===== src/sv/cds_pkg.sv =====
`default_nettype none

package cds_pkg;

    // Field widths of the request and response items.
    localparam int REQ_W   = 3;
    localparam int YEAR_W  = 14;
    localparam int MONTH_W = 4;
    localparam int DAY_W   = 5;
    localparam int AMT_W   = 16;
    localparam int WDAY_W  = 3;
    localparam int STAT_W  = 2;

    // Request codes.
    localparam logic [REQ_W-1:0] REQ_LOAD         = 3'd0;
    localparam logic [REQ_W-1:0] REQ_ADD_DAYS     = 3'd1;
    localparam logic [REQ_W-1:0] REQ_ADD_MONTHS   = 3'd2;
    localparam logic [REQ_W-1:0] REQ_ADD_YEARS    = 3'd3;
    localparam logic [REQ_W-1:0] REQ_NEXT_WEEKDAY = 3'd4;

    // Status codes.
    localparam logic [STAT_W-1:0] ST_OK       = 2'd0;
    localparam logic [STAT_W-1:0] ST_INVALID  = 2'd1;
    localparam logic [STAT_W-1:0] ST_OVERFLOW = 2'd2;

    // One request item.
    typedef struct packed {
        logic [REQ_W-1:0]   req_type;
        logic [YEAR_W-1:0]  in_year;
        logic [MONTH_W-1:0] in_month;
        logic [DAY_W-1:0]   in_day;
        logic [AMT_W-1:0]   amount;
    } req_t;

    // One response item.
    typedef struct packed {
        logic [YEAR_W-1:0]  out_year;
        logic [MONTH_W-1:0] out_month;
        logic [DAY_W-1:0]   out_day;
        logic [WDAY_W-1:0]  weekday;
        logic [STAT_W-1:0]  status;
    } rsp_t;

    // Commands from the controller to the datapath.
    typedef struct packed {
        logic capture;
        logic load;
        logic set_invalid;
        logic saturate;
        logic step_day;
        logic step_month;
        logic spill;
        logic add_years;
        logic feb_fix;
        logic cnt_dec;
        logic wk_s1;
        logic wk_s2;
        logic wk_s3;
        logic rsp_load;
    } cmd_t;

    // Status from the datapath to the controller.
    typedef struct packed {
        logic [REQ_W-1:0] req;
        logic             cnt_zero;
        logic             load_ok;
        logic             day_ovf;
        logic             month_ovf;
        logic             years_ovf;
        logic             need_spill;
        logic             weekend;
        logic             overflowed;
    } sts_t;

endpackage

`default_nettype wire


===== src/sv/cds_ctrl.sv =====
`default_nettype none

module cds_ctrl (
    input  wire logic          clk,
    input  wire logic          rst_n,
    input  wire logic          req_valid,
    output logic               req_stall,
    output logic               rsp_valid,
    input  wire logic          rsp_stall,
    input  wire cds_pkg::sts_t sts,
    output cds_pkg::cmd_t      cmd
);
    import cds_pkg::*;

    typedef enum logic [3:0] {
        S_IDLE,
        S_DECODE,
        S_DAYS,
        S_MONTHS,
        S_MCHK,
        S_YADD,
        S_YWAIT,
        S_YFIX,
        S_NWSTEP,
        S_WK1,
        S_WK2,
        S_WK3,
        S_DONE
    } state_t;

    state_t state_reg;
    state_t state_next;
    logic   rsp_valid_reg;
    logic   rsp_valid_next;

    // Next state and command decode.
    always_comb
    begin
        state_next     = state_reg;
        cmd            = '0;
        rsp_valid_next = rsp_valid_reg && rsp_stall;
        unique case (state_reg)
            S_IDLE:
            begin
                if (req_valid)
                begin
                    cmd.capture = 1'b1;
                    state_next  = S_DECODE;
                end
            end
            S_DECODE:
            begin
                unique case (sts.req)
                    REQ_LOAD:
                    begin
                        if (sts.load_ok)
                            cmd.load = 1'b1;
                        else
                            cmd.set_invalid = 1'b1;
                        state_next = S_WK1;
                    end
                    REQ_ADD_DAYS:     state_next = S_DAYS;
                    REQ_ADD_MONTHS:   state_next = S_MONTHS;
                    REQ_ADD_YEARS:    state_next = S_YADD;
                    REQ_NEXT_WEEKDAY: state_next = S_NWSTEP;
                    default:          state_next = S_WK1;
                endcase
            end
            S_DAYS:
            begin
                if (sts.cnt_zero)
                    state_next = S_WK1;
                else if (sts.day_ovf)
                begin
                    cmd.saturate = 1'b1;
                    state_next   = S_WK1;
                end
                else
                begin
                    cmd.step_day = 1'b1;
                    cmd.cnt_dec  = 1'b1;
                end
            end
            S_MONTHS:
            begin
                if (sts.cnt_zero)
                    state_next = S_MCHK;
                else if (sts.month_ovf)
                begin
                    cmd.saturate = 1'b1;
                    state_next   = S_WK1;
                end
                else
                begin
                    cmd.step_month = 1'b1;
                    cmd.cnt_dec    = 1'b1;
                end
            end
            S_MCHK:
            begin
                // An overlong day spills into the following month.
                if (sts.need_spill)
                begin
                    if (sts.month_ovf)
                        cmd.saturate = 1'b1;
                    else
                        cmd.spill = 1'b1;
                end
                state_next = S_WK1;
            end
            S_YADD:
            begin
                if (sts.years_ovf)
                begin
                    cmd.saturate = 1'b1;
                    state_next   = S_WK1;
                end
                else
                begin
                    cmd.add_years = 1'b1;
                    state_next    = S_YWAIT;
                end
            end
            S_YWAIT:
            begin
                // The leap flag of the new year settles here.
                state_next = S_YFIX;
            end
            S_YFIX:
            begin
                cmd.feb_fix = 1'b1;
                state_next  = S_WK1;
            end
            S_NWSTEP:
            begin
                if (sts.day_ovf)
                    cmd.saturate = 1'b1;
                else
                    cmd.step_day = 1'b1;
                state_next = S_WK1;
            end
            S_WK1:
            begin
                cmd.wk_s1  = 1'b1;
                state_next = S_WK2;
            end
            S_WK2:
            begin
                cmd.wk_s2  = 1'b1;
                state_next = S_WK3;
            end
            S_WK3:
            begin
                cmd.wk_s3  = 1'b1;
                state_next = S_DONE;
            end
            S_DONE:
            begin
                if (sts.req == REQ_NEXT_WEEKDAY && !sts.overflowed && sts.weekend)
                    state_next = S_NWSTEP;
                else if (!rsp_valid_reg || !rsp_stall)
                begin
                    cmd.rsp_load   = 1'b1;
                    rsp_valid_next = 1'b1;
                    state_next     = S_IDLE;
                end
            end
            default:
            begin
                state_next = S_IDLE;
            end
        endcase
    end

    // State and response valid.
    always_ff @(posedge clk or negedge rst_n)
    begin
        if (!rst_n)
        begin
            state_reg     <= S_IDLE;
            rsp_valid_reg <= 1'b0;
        end
        else
        begin
            state_reg     <= state_next;
            rsp_valid_reg <= rsp_valid_next;
        end
    end

    assign req_stall = (state_reg != S_IDLE);
    assign rsp_valid = rsp_valid_reg;

endmodule

`default_nettype wire


===== src/sv/cds_dp.sv =====
`default_nettype none

module cds_dp #(
    parameter int unsigned MAX_YEAR = 9999
) (
    input  wire logic          clk,
    input  wire logic          rst_n,
    input  wire cds_pkg::req_t req,
    input  wire cds_pkg::cmd_t cmd,
    output cds_pkg::sts_t      sts,
    output cds_pkg::rsp_t      rsp
);
    import cds_pkg::*;

    localparam int SUM_W = AMT_W + 1;
    localparam logic [YEAR_W-1:0]  YEAR_MAX   = YEAR_W'(MAX_YEAR);
    localparam logic [YEAR_W-1:0]  YEAR_RST   = 14'd2000;
    localparam logic [YEAR_W-1:0]  YEAR_GREG  = 14'd1582;
    localparam logic [MONTH_W-1:0] MONTH_JAN  = 4'd1;
    localparam logic [MONTH_W-1:0] MONTH_FEB  = 4'd2;
    localparam logic [MONTH_W-1:0] MONTH_MAR  = 4'd3;
    localparam logic [MONTH_W-1:0] MONTH_DEC  = 4'd12;
    localparam logic [DAY_W-1:0]   DAY_FIRST  = 5'd1;
    localparam logic [DAY_W-1:0]   DAY_LEAP   = 5'd29;
    localparam logic [DAY_W-1:0]   DAY_LAST   = 5'd31;
    localparam logic [WDAY_W-1:0]  WD_SUN     = 3'd0;
    localparam logic [WDAY_W-1:0]  WD_SAT     = 3'd6;

    // Leap test; the year modulo 25 comes from a reciprocal multiply.
    function automatic logic is_leap(input logic [YEAR_W-1:0] y);
        logic [26:0] prod;
        logic [9:0]  quo;
        logic [4:0]  rem;
        logic        m25;
        prod = 27'(y) * 27'd5243;
        quo  = prod[26:17];
        rem  = 5'(y - 14'(quo) * 14'd25);
        m25  = (rem == 5'd0);
        return ((y[1:0] == 2'd0) && !m25) || ((y[3:0] == 4'd0) && m25);
    endfunction

    function automatic logic [DAY_W-1:0] month_len(input logic [MONTH_W-1:0] m,
                                                   input logic leap);
        logic [DAY_W-1:0] len;
        case (m) inside
            MONTH_FEB:                   len = leap ? 5'd29 : 5'd28;
            4'd4, 4'd6, 4'd9, 4'd11:     len = 5'd30;
            default:                     len = 5'd31;
        endcase
        return len;
    endfunction

    // Month term of the congruence, floor(26 * (m + 1) / 10) for m = 3..14.
    function automatic logic [5:0] month_term(input logic [MONTH_W-1:0] m);
        logic [5:0] t;
        case (m)
            4'd3:    t = 6'd10;
            4'd4:    t = 6'd13;
            4'd5:    t = 6'd15;
            4'd6:    t = 6'd18;
            4'd7:    t = 6'd20;
            4'd8:    t = 6'd23;
            4'd9:    t = 6'd26;
            4'd10:   t = 6'd28;
            4'd11:   t = 6'd31;
            4'd12:   t = 6'd33;
            4'd13:   t = 6'd36;
            4'd14:   t = 6'd39;
            default: t = 6'd0;
        endcase
        return t;
    endfunction

    // Held date.
    logic [YEAR_W-1:0]  year_reg,  year_next;
    logic [MONTH_W-1:0] month_reg, month_next;
    logic [DAY_W-1:0]   day_reg,   day_next;
    logic               leap_reg;

    // Captured item and running count.
    req_t               item_reg;
    logic [AMT_W-1:0]   cnt_reg;
    logic [STAT_W-1:0]  status_reg;

    // Weekday pipeline.
    logic [YEAR_W-1:0]  yy_reg;
    logic [MONTH_W-1:0] mm_reg;
    logic [DAY_W-1:0]   dd_reg;
    logic [7:0]         cent_reg;
    logic               greg_reg;
    logic [10:0]        wsum_reg;
    logic [WDAY_W-1:0]  wd_reg;
    rsp_t               rsp_reg;

    logic [DAY_W-1:0]   cur_len;
    logic [SUM_W-1:0]   year_sum;
    logic               at_max;
    logic               in_leap;

    logic               early;
    logic [YEAR_W-1:0]  yy;
    logic [26:0]        prod1;
    logic [6:0]         rem100;
    logic [9:0]         gterm;
    logic [10:0]        wsum;
    logic [22:0]        prod3;
    logic [8:0]         quo7;
    logic [WDAY_W-1:0]  wd;

    assign cur_len  = month_len(month_reg, leap_reg);
    assign year_sum = SUM_W'(year_reg) + SUM_W'(item_reg.amount);
    assign at_max   = (year_reg >= YEAR_MAX);
    assign in_leap  = is_leap(item_reg.in_year);

    // Status toward the controller.
    always_comb
    begin
        sts.req        = item_reg.req_type;
        sts.cnt_zero   = (cnt_reg == '0);
        sts.load_ok    = (item_reg.in_year != '0) && (item_reg.in_year <= YEAR_MAX) &&
                         (item_reg.in_month >= MONTH_JAN) && (item_reg.in_month <= MONTH_DEC) &&
                         (item_reg.in_day >= DAY_FIRST) &&
                         (item_reg.in_day <= month_len(item_reg.in_month, in_leap));
        sts.day_ovf    = (day_reg >= cur_len) && (month_reg == MONTH_DEC) && at_max;
        sts.month_ovf  = (month_reg == MONTH_DEC) && at_max;
        sts.years_ovf  = (year_sum > SUM_W'(MAX_YEAR));
        sts.need_spill = (day_reg > cur_len);
        sts.weekend    = (wd_reg == WD_SUN) || (wd_reg == WD_SAT);
        sts.overflowed = (status_reg == ST_OVERFLOW);
    end

    // Date update.
    always_comb
    begin
        year_next  = year_reg;
        month_next = month_reg;
        day_next   = day_reg;
        if (cmd.saturate)
        begin
            year_next  = YEAR_MAX;
            month_next = MONTH_DEC;
            day_next   = DAY_LAST;
        end
        else if (cmd.load)
        begin
            year_next  = item_reg.in_year;
            month_next = item_reg.in_month;
            day_next   = item_reg.in_day;
        end
        else if (cmd.step_day)
        begin
            if (day_reg < cur_len)
                day_next = day_reg + 5'd1;
            else if (month_reg < MONTH_DEC)
            begin
                month_next = month_reg + 4'd1;
                day_next   = DAY_FIRST;
            end
            else
            begin
                year_next  = year_reg + 14'd1;
                month_next = MONTH_JAN;
                day_next   = DAY_FIRST;
            end
        end
        else if (cmd.step_month || cmd.spill)
        begin
            if (cmd.spill)
                day_next = day_reg - cur_len;
            if (month_reg < MONTH_DEC)
                month_next = month_reg + 4'd1;
            else
            begin
                year_next  = year_reg + 14'd1;
                month_next = MONTH_JAN;
            end
        end
        else if (cmd.add_years)
        begin
            year_next = year_sum[YEAR_W-1:0];
        end
        else if (cmd.feb_fix)
        begin
            if (month_reg == MONTH_FEB && day_reg == DAY_LEAP && !leap_reg)
            begin
                month_next = MONTH_MAR;
                day_next   = DAY_FIRST;
            end
        end
    end

    // Held date and its leap flag, which follows the year in the next cycle.
    always_ff @(posedge clk or negedge rst_n)
    begin
        if (!rst_n)
        begin
            year_reg  <= YEAR_RST;
            month_reg <= MONTH_JAN;
            day_reg   <= DAY_FIRST;
            leap_reg  <= 1'b1;
        end
        else
        begin
            year_reg  <= year_next;
            month_reg <= month_next;
            day_reg   <= day_next;
            leap_reg  <= is_leap(year_reg);
        end
    end

    // Weekday stage one: shift January and February into the prior year.
    assign early = (month_reg <= MONTH_FEB);
    assign yy    = early ? (year_reg - 14'd1) : year_reg;
    assign prod1 = 27'(yy) * 27'd5243;

    // Weekday stage two: sum the congruence terms.
    assign rem100 = 7'(yy_reg - 14'(cent_reg) * 14'd100);
    assign gterm  = greg_reg ? (10'(cent_reg) * 10'd5 + 10'(cent_reg >> 2))
                             : (10'(cent_reg) * 10'd6 + 10'd5);
    assign wsum   = 11'(dd_reg) + 11'(month_term(mm_reg)) + 11'(rem100) +
                    11'(rem100 >> 2) + 11'(gterm) + 11'd6;

    // Weekday stage three: reduce modulo seven by reciprocal multiply.
    assign prod3 = 23'(wsum_reg) * 23'd2341;
    assign quo7  = prod3[22:14];
    assign wd    = 3'(wsum_reg - 11'(quo7) * 11'd7);

    // Item capture, count, status and weekday pipeline.
    always_ff @(posedge clk)
    begin
        if (cmd.capture)
        begin
            item_reg   <= req;
            cnt_reg    <= req.amount;
            status_reg <= ST_OK;
        end
        else
        begin
            if (cmd.cnt_dec)
                cnt_reg <= cnt_reg - 16'd1;
            if (cmd.saturate)
                status_reg <= ST_OVERFLOW;
            else if (cmd.set_invalid)
                status_reg <= ST_INVALID;
        end
        if (cmd.wk_s1)
        begin
            yy_reg   <= yy;
            mm_reg   <= early ? (month_reg + 4'd12) : month_reg;
            dd_reg   <= day_reg;
            cent_reg <= prod1[26:19];
            greg_reg <= (year_reg >= YEAR_GREG);
        end
        if (cmd.wk_s2)
            wsum_reg <= wsum;
        if (cmd.wk_s3)
            wd_reg <= wd;
        if (cmd.rsp_load)
        begin
            rsp_reg.out_year  <= year_reg;
            rsp_reg.out_month <= month_reg;
            rsp_reg.out_day   <= day_reg;
            rsp_reg.weekday   <= wd_reg;
            rsp_reg.status    <= status_reg;
        end
    end

    assign rsp = rsp_reg;

endmodule

`default_nettype wire


===== src/sv/calendar_date_stepper_top.sv =====
`default_nettype none

// Channel   Signals                      Item
// request   req_valid, req_stall, req    command with load date and amount
// response  rsp_valid, rsp_stall, rsp    held date, weekday and status
//
// Every command, a load or unknown one, an add of years, days or months, ends in
// the three-stage weekday unit before its response is valid. Adding n days or n
// months takes one step per cycle. Next weekday steps one day and reruns the weekday
// unit while the date falls on a weekend, at most three days in all.
// A new command is taken in the cycle after the response loads. Reset sets January 1, 2000.
// A stalled response holds in its output register while the next command runs.

module calendar_date_stepper_top #(
    parameter int unsigned MAX_YEAR = 9999
) (
    input  wire logic          clk,
    input  wire logic          rst_n,
    input  wire logic          req_valid,
    output logic               req_stall,
    input  wire cds_pkg::req_t req,
    output logic               rsp_valid,
    input  wire logic          rsp_stall,
    output cds_pkg::rsp_t      rsp
);
    import cds_pkg::*;

    cmd_t cmd;
    sts_t sts;

    // Sequencer.
    cds_ctrl u_ctrl (
        .clk       (clk),
        .rst_n     (rst_n),
        .req_valid (req_valid),
        .req_stall (req_stall),
        .rsp_valid (rsp_valid),
        .rsp_stall (rsp_stall),
        .sts       (sts),
        .cmd       (cmd)
    );

    // Date counter and weekday unit.
    cds_dp #(
        .MAX_YEAR (MAX_YEAR)
    ) u_dp (
        .clk   (clk),
        .rst_n (rst_n),
        .req   (req),
        .cmd   (cmd),
        .sts   (sts),
        .rsp   (rsp)
    );

endmodule

`default_nettype wire

===== config.mk =====
export PLATFORM = sky130hd
export DESIGN_NAME = calendar_date_stepper_top
export DESIGN_NICKNAME = d
export VERILOG_FILES = /design/src/sv/cds_pkg.sv /design/src/sv/cds_ctrl.sv /design/src/sv/cds_dp.sv /design/src/sv/calendar_date_stepper_top.sv
export SDC_FILE = /design/constraint.sdc
export NUM_CORES = 1
export LEC_CHECK = 0
export BUFFER_PORTS_ARGS = -buffer_cell sky130_fd_sc_hd__buf_2
export CORE_ASPECT_RATIO = 1.1
export CORE_MARGIN = 1.5
export CORE_UTILIZATION = 35
export DETAILED_ROUTE_END_ITERATION = 10
export GPL_ROUTABILITY_DRIVEN = 0
export PLACE_DENSITY = 0.47
export SYNTH_ARGS = -nofsm -noshare
export SYNTH_HDL_FRONTEND = slang
export SYNTH_HIERARCHICAL = 1
export SYNTH_SLANG_ARGS = --single-unit
export TNS_END_PERCENT = 30

===== constraint.sdc =====
create_clock -name clk -period 11.9 [get_ports clk]
set_clock_uncertainty 0.1 [all_clocks]
set_input_delay 3.57 -clock clk [delete_from_list [all_inputs] [get_ports clk]]
set_output_delay 3.57 -clock clk [all_outputs]
set_load 0.1 [all_outputs]

# After elaboration in Yosys (flattened, before gate mapping)

Memories as Yosys holds them, arrays and structs flattened. A register that Yosys moved wholly into a read port is not among the register bits.
Index checks and enable logic that the tools add are counted.

Flip-flop bits (word level): 156
Bits in read-only memories: 96
Output and inout bits: 30
Logic and storage cells: 242
Memories kept: 1

Memory list:

| memory          | words | width | read ports | clocked after Yosys merged registers in | wr ports | RTL line     | source |
|---|---|---|---|---|---|---|---|
| (no name shown) | 16    | 6     | 1          | 1                                       | 0        | cds_dp.sv:56 | `case (m)` |

Add/sub/neg operators: 19
$mul: 10
Order comparisons: 13
Equal/unequal tests: 37
Mux-type cells: 83
Reduce and logical (&&, ||, !) cells: 53

Operators by type and width:

| operator                 | number |
|---|---|
| $mux W14                 | 8 |
| $mul A14 B13 Y27 const B | 3 |
| $mux W4                  | 19 |
| $mux W5                  | 11 |
| $pmux W4 S11             | 1 |
| $eq A4 B4 Y1 const B     | 10 |
| $eq A4 B3 Y1 const B     | 8 |
| $mux W1                  | 32 |
| $mux W16                 | 2 |
| $mul A11 B12 Y23 const B | 1 |
| $mul A10 B5 Y5 const B   | 2 |
| $add A14 B16 Y17         | 1 |
| $gt A17 B14 Y1 const B   | 1 |
| $logic_and A1 B1 Y1      | 17 |
| $eq A4 B2 Y1 const B     | 4 |
| $logic_not A16 Y1        | 1 |
| $pmux W4 S4              | 1 |
| $sub A16 B1 Y16 const B  | 1 |
| $reduce_bool A5 Y1       | 3 |
| $sub A5 B5 Y5            | 3 |
| $add A14 B1 Y14 const B  | 1 |
| $ge A14 B11 Y1 const B   | 1 |
| $ge A14 B14 Y1 const B   | 1 |
| $le A14 B14 Y1 const B   | 1 |
| other kinds (56)         | 82 |

# Depth between registers and ports, before layout

Depth after elaboration: 16
Gate-level depth with buffers: 42

# Cells and area by module

The synthesis kept the hierarchy.

By module, submodules not included:

| module   | times used | cells each | area each (µm²) | sequential area each (µm²) |
|---|---|---|---|---|
| cds_dp   | 1          | 2075       | 21210.3         | 4525.6 |
| cds_ctrl | 1          | 82         | 609.3           | 125.1 |

# Worst setup path before layout

OpenSTA, ideal clock, no wires.

Kind: register -> register
Start point: reg u_dp/item_reg[35] in the netlist's numbering
End point: reg u_dp.day_reg[3]
Setup time: 126 ps
Arrival: 8092 ps
Required time: 11674 ps
Path slack: 3582 ps
Cell stages (with the launch flop): 39
Buffers on the path: 1
Period minus slack after synthesis: 8318 ps
Cell sequence: edfxtp_1 ha_1 inv_1 fa_1 inv_1 fa_1 fa_1 inv_1 fa_1 inv_1 ha_1 a2111o_1 a211oi_1 o311ai_1 o2bb2ai_4 ha_1 ha_1 fa_1 [3 not listed] xnor2_1 xnor2_2 xnor2_1 xnor2_1 a31oi_1 ha_1 inv_1 a21oi_1 a211oi_1 nor4_1 and3_1 clkbuf_1 inv_1 nand2_1 nor3_1 o21ai_0 and2_1 a21oi_1

RTL lines:

| what                     | RTL line      | source |
|---|---|---|
| start: declaration       | cds_dp.sv:81  | `req_t item_reg;` |
| start signal: assignment | cds_dp.sv:233 | `item_reg <= req;` |
| end signal: assignment   | cds_dp.sv:206 | `day_reg <= day_next;` |
| end: declaration         | cds_dp.sv:77  | `logic [DAY_W-1:0] day_reg, day_next;` |

==> impl_metrics.csv <==
group,metric,value,unit
floorplanning,die_w,241,um
routing,ant_nets,0,
clocking,cts_resized,0,
hold_path,hp-class,"reg -> reg",
timing,max-slew-margin-rel,0.222,
critical_path,setup.worst_path.class,"reg -> reg",
global_route,grt_overflow_total,0,
floorplanning,start_util,0.356,
timing,min_period,9.86,ns
global_route,grt_pass1_vias,15900,
floorplanning,ios,76,
critical_path,cpMostUsedCell,"inv_1",
logic_synthesis,avgSynthCellArea,10.1,um^2
critical_path,r2r_start,"u_dp/item_reg[31]",
clocking,cts_sinks,162,
floorplanning,die_h,265,um
cells_and_area,largest_register_ffs,39,
floorplanning,die-area,63900,um^2
critical_path,cp.buffers_inverters,7,
critical_path,start_kind,"flop",
critical_path,cp-end-kind,"flop",
logic_synthesis,synthCells,2157,
logic_synthesis,yosysUniqueCellTypes,90,
critical_path,required,12.12,ns
placement,portBuffers,75,
global_route,grtUsageTotal,0.174,
routing,post_drt_wl_per_cell,17.2,um
timing,slew_viol_final,0,
clocking,postCtsSetupRepairBufs,0,
logic_synthesis,synthArstFlopShare,0.179,
critical_path,cpPeakStageDelay,0.58,ns
critical_path,crit_slowest_cell,"edfxtp_1",
logic_synthesis,ys_ff_latch,162,
logic_synthesis,ys.flop_type,"edfxtp_1",
timing,hold_viol_final,0,
critical_path,crit_fanout,27,
timing,tightest_slew,1.16,ns
cells_and_area,diodes,0,
hold_path,hp-start,"u_dp/status_reg[1]",
routing,finalWirelength,52900,um
cells_and_area,fill_cells,6189,
logic_synthesis,yosysWarnings,6,
clocking,htreeDepth,4,
placement,post-dp-hpwl,44300,um
critical_path,regToRegSetupSlack,2.04,ns
run_status,status,"finished clean",
timing,setup_violations,0,
timing,rsz0062_at_grt,"false",
logic_synthesis,syn-num-nets,2877,
clocking,clk_path_buf_depth,2,
floorplanning,row_count,95,
flow_run,maxCapViolCount,0,
clocking,clkSlewWorstSetupHoldPaths,0.07,ns
timing,min_period_over_period,0.829,
cells_and_area,nNetsFinal,2960,
critical_path,crit_family,"adder cells",
routing,first_iter_violations,625,
cells_and_area,syn_to_final_growth,9.22,%
global_route,grt_pass1_wl,85700,um
cells_and_area,drive_gt1_frac,0.0759,
clocking,numCtsBuffers,17,
floorplanning,coreArea,61300,um^2
clocking,cts_hold_buf,0,
clocking,clk_latency,0.45,ns
logic_synthesis,synth_enable_flop_cells,125,
timing,setup_tns,0,ns
clocking,cts_tree,"yes",
routing,vias,14800,
logic_synthesis,synth_area,21800,um^2
timing,fmax,0.101,GHz
routing,via_per_inst,4.82,
logic_synthesis,yosysSeqAreaShare,0.213,
routing,post-route-drc-count,0,
critical_path,worstPathArrival,10.08,ns
clocking,cts_root_buf,"clkbuf_16",
routing,firstDrtPassIters,5,
global_route,antenna_found_initial,2,
critical_path,cp-startpoint,"u_dp/item_reg[31]",
global_route,grt_max_degree,78,
worst register-to-register path, delay by kind of cell (launching register included):
| kind | cells | cell delay, ns |
|---|---|---|
| fa+ha+maj | 10 | 3.87 |
| simple gates | 7 | 1.48 |
| flops | 1 | 0.58 |
| xor+xnor | 5 | 0.92 |
| buf+inv | 7 | 1.12 |
| compound gates | 10 | 1.65 |
metrics by stage:
| step | area, um^2 | cells | util | setup slack (ns) | hold slack, ns |
|---|---|---|---|---|---|
| 4_1_cts | 23800 | 3077 | 0.389 | 2.02 | 0.364 |
| 2_1_floorplan | 21800 | 2157 | - | 3.58 | 0.323 |
| 3_3_place_gp | 23200 | 3045 | 0.379 | 2.30 | 0.337 |
| 6_report | 23800 | 3077 | 0.389 | 2.04 | 0.360 |
| 5_1_grt | 23800 | 3077 | 0.389 | 1.24 | 0.381 |
| 3_5_place_dp | 23200 | 3045 | 0.379 | 2.06 | 0.342 |
cell usage after synthesis, drive strengths merged, types with 4 or more instances:
cell type | count | area share
a211oi | 15 | 0.0052
a21o | 21 | 0.0072
a21oi | 88 | 0.020
a31oi | 9 | 0.0026
and3 | 6 | 0.0017
buf | 6 | 0.0021
clkbuf | 24 | 0.0055
dfrtp | 20 | 0.023
dfstp | 9 | 0.011
dfxtp | 8 | 0.0073
edfxtp | 125 | 0.17
fa | 229 | 0.21
ha | 445 | 0.26
inv | 504 | 0.087
mux2 | 4 | 0.0021
mux2i | 13 | 0.0061
nand2 | 95 | 0.016
nand2b | 15 | 0.0046
nand3 | 39 | 0.0089
nand4 | 11 | 0.0032
nor2 | 87 | 0.015
nor2b | 9 | 0.0026
nor3 | 26 | 0.0062
nor3b | 4 | 0.0014
nor4 | 11 | 0.0034
nor4b | 5 | 0.0023
o2111ai | 5 | 0.0020
o211ai | 7 | 0.0024
o21a | 14 | 0.0049
o21ai | 76 | 0.018
o21bai | 15 | 0.0052
o221ai | 4 | 0.0016
o22ai | 10 | 0.0032
o31ai | 7 | 0.0024
or2 | 8 | 0.0024
xnor2 | 109 | 0.044
xor2 | 23 | 0.0092
worst paths after layout:
check,to,cells after the start
hold / removal,u_dp/rsp[1],0
max in group asynchronous,u_dp/year_reg[12],1
setup / recovery,u_dp/day_reg[4],39
hold reg to reg,u_dp/rsp[1],0
min in group asynchronous,u_ctrl/rsp_valid,1
setup reg to reg,u_dp/day_reg[4],39
per-layer routing:
metal,share of wire,vias to the layer above,global-route usage,wire length [um]
li1,-,7258,-,-
met1,0.46,7277,0.227,24100
met2,0.50,219,0.302,26200
met3,0.025,64,0.0213,1330
met4,0.022,2,0.0451,1190
met5,0.00025,-,0,13
kinds of logic after synthesis:
| group | Yosys count | share of synthesized area |
|---|---|---|
| AND/OR/NAND/NOR | 332 | 0.0744 |
| adder cells (fa/ha/maj) | 674 | 0.465 |
| AO/OA/AOI/OAI | 306 | 0.0910 |
| multiplexers | 17 | 0.00820 |
| XOR/XNOR | 132 | 0.0537 |
| flip-flops | 162 | 0.213 |
| buffers and inverters | 534 | 0.0943 |
layout make-up:
type | instances | area, um^2 | area share
repair buffers | 94 | 518 | 0.0217
multi-input cells | 1461 | 15100 | 0.635
well taps | 824 | 1030 | 0.0433
clock inverters | 11 | 153 | 0.00641
clock buffers | 21 | 450 | 0.0189
inverters | 504 | 1890 | 0.0794
flip-flops and latches | 162 | 4650 | 0.195
cell usage in the layout (no fill, tap or decap), types with 11 or more instances in the layout:
| cell type | netlist | final |
|---|---|---|
| ha_1 | 445 | 445 |
| dfrtp_1 | 20 | 20 |
| nand2_1 | 94 | 94 |
| mux2i_1 | 12 | 12 |
| buf_4 | 4 | 19 |
| nand2b_1 | 14 | 14 |
| nor2_1 | 86 | 84 |
| a211oi_1 | 15 | 15 |
| o21ai_0 | 63 | 63 |
| xnor2_1 | 107 | 107 |
| edfxtp_1 | 125 | 125 |
| nand3_1 | 39 | 39 |
| inv_1 | 503 | 503 |
| a21oi_1 | 87 | 86 |
| fa_1 | 229 | 229 |
| o21ai_1 | 12 | 12 |
| clkbuf_16 | 0 | 17 |
| a21o_1 | 21 | 21 |
| nand4_1 | 11 | 11 |
| o21a_1 | 13 | 13 |
| xor2_1 | 23 | 23 |
| nor3_1 | 25 | 24 |
| buf_2 | 1 | 75 |
| o21bai_1 | 15 | 15 |
Power is left out: the tool's default activity adds up to more than one toggle a clock period on the data nets, which glitch-free logic cannot reach.
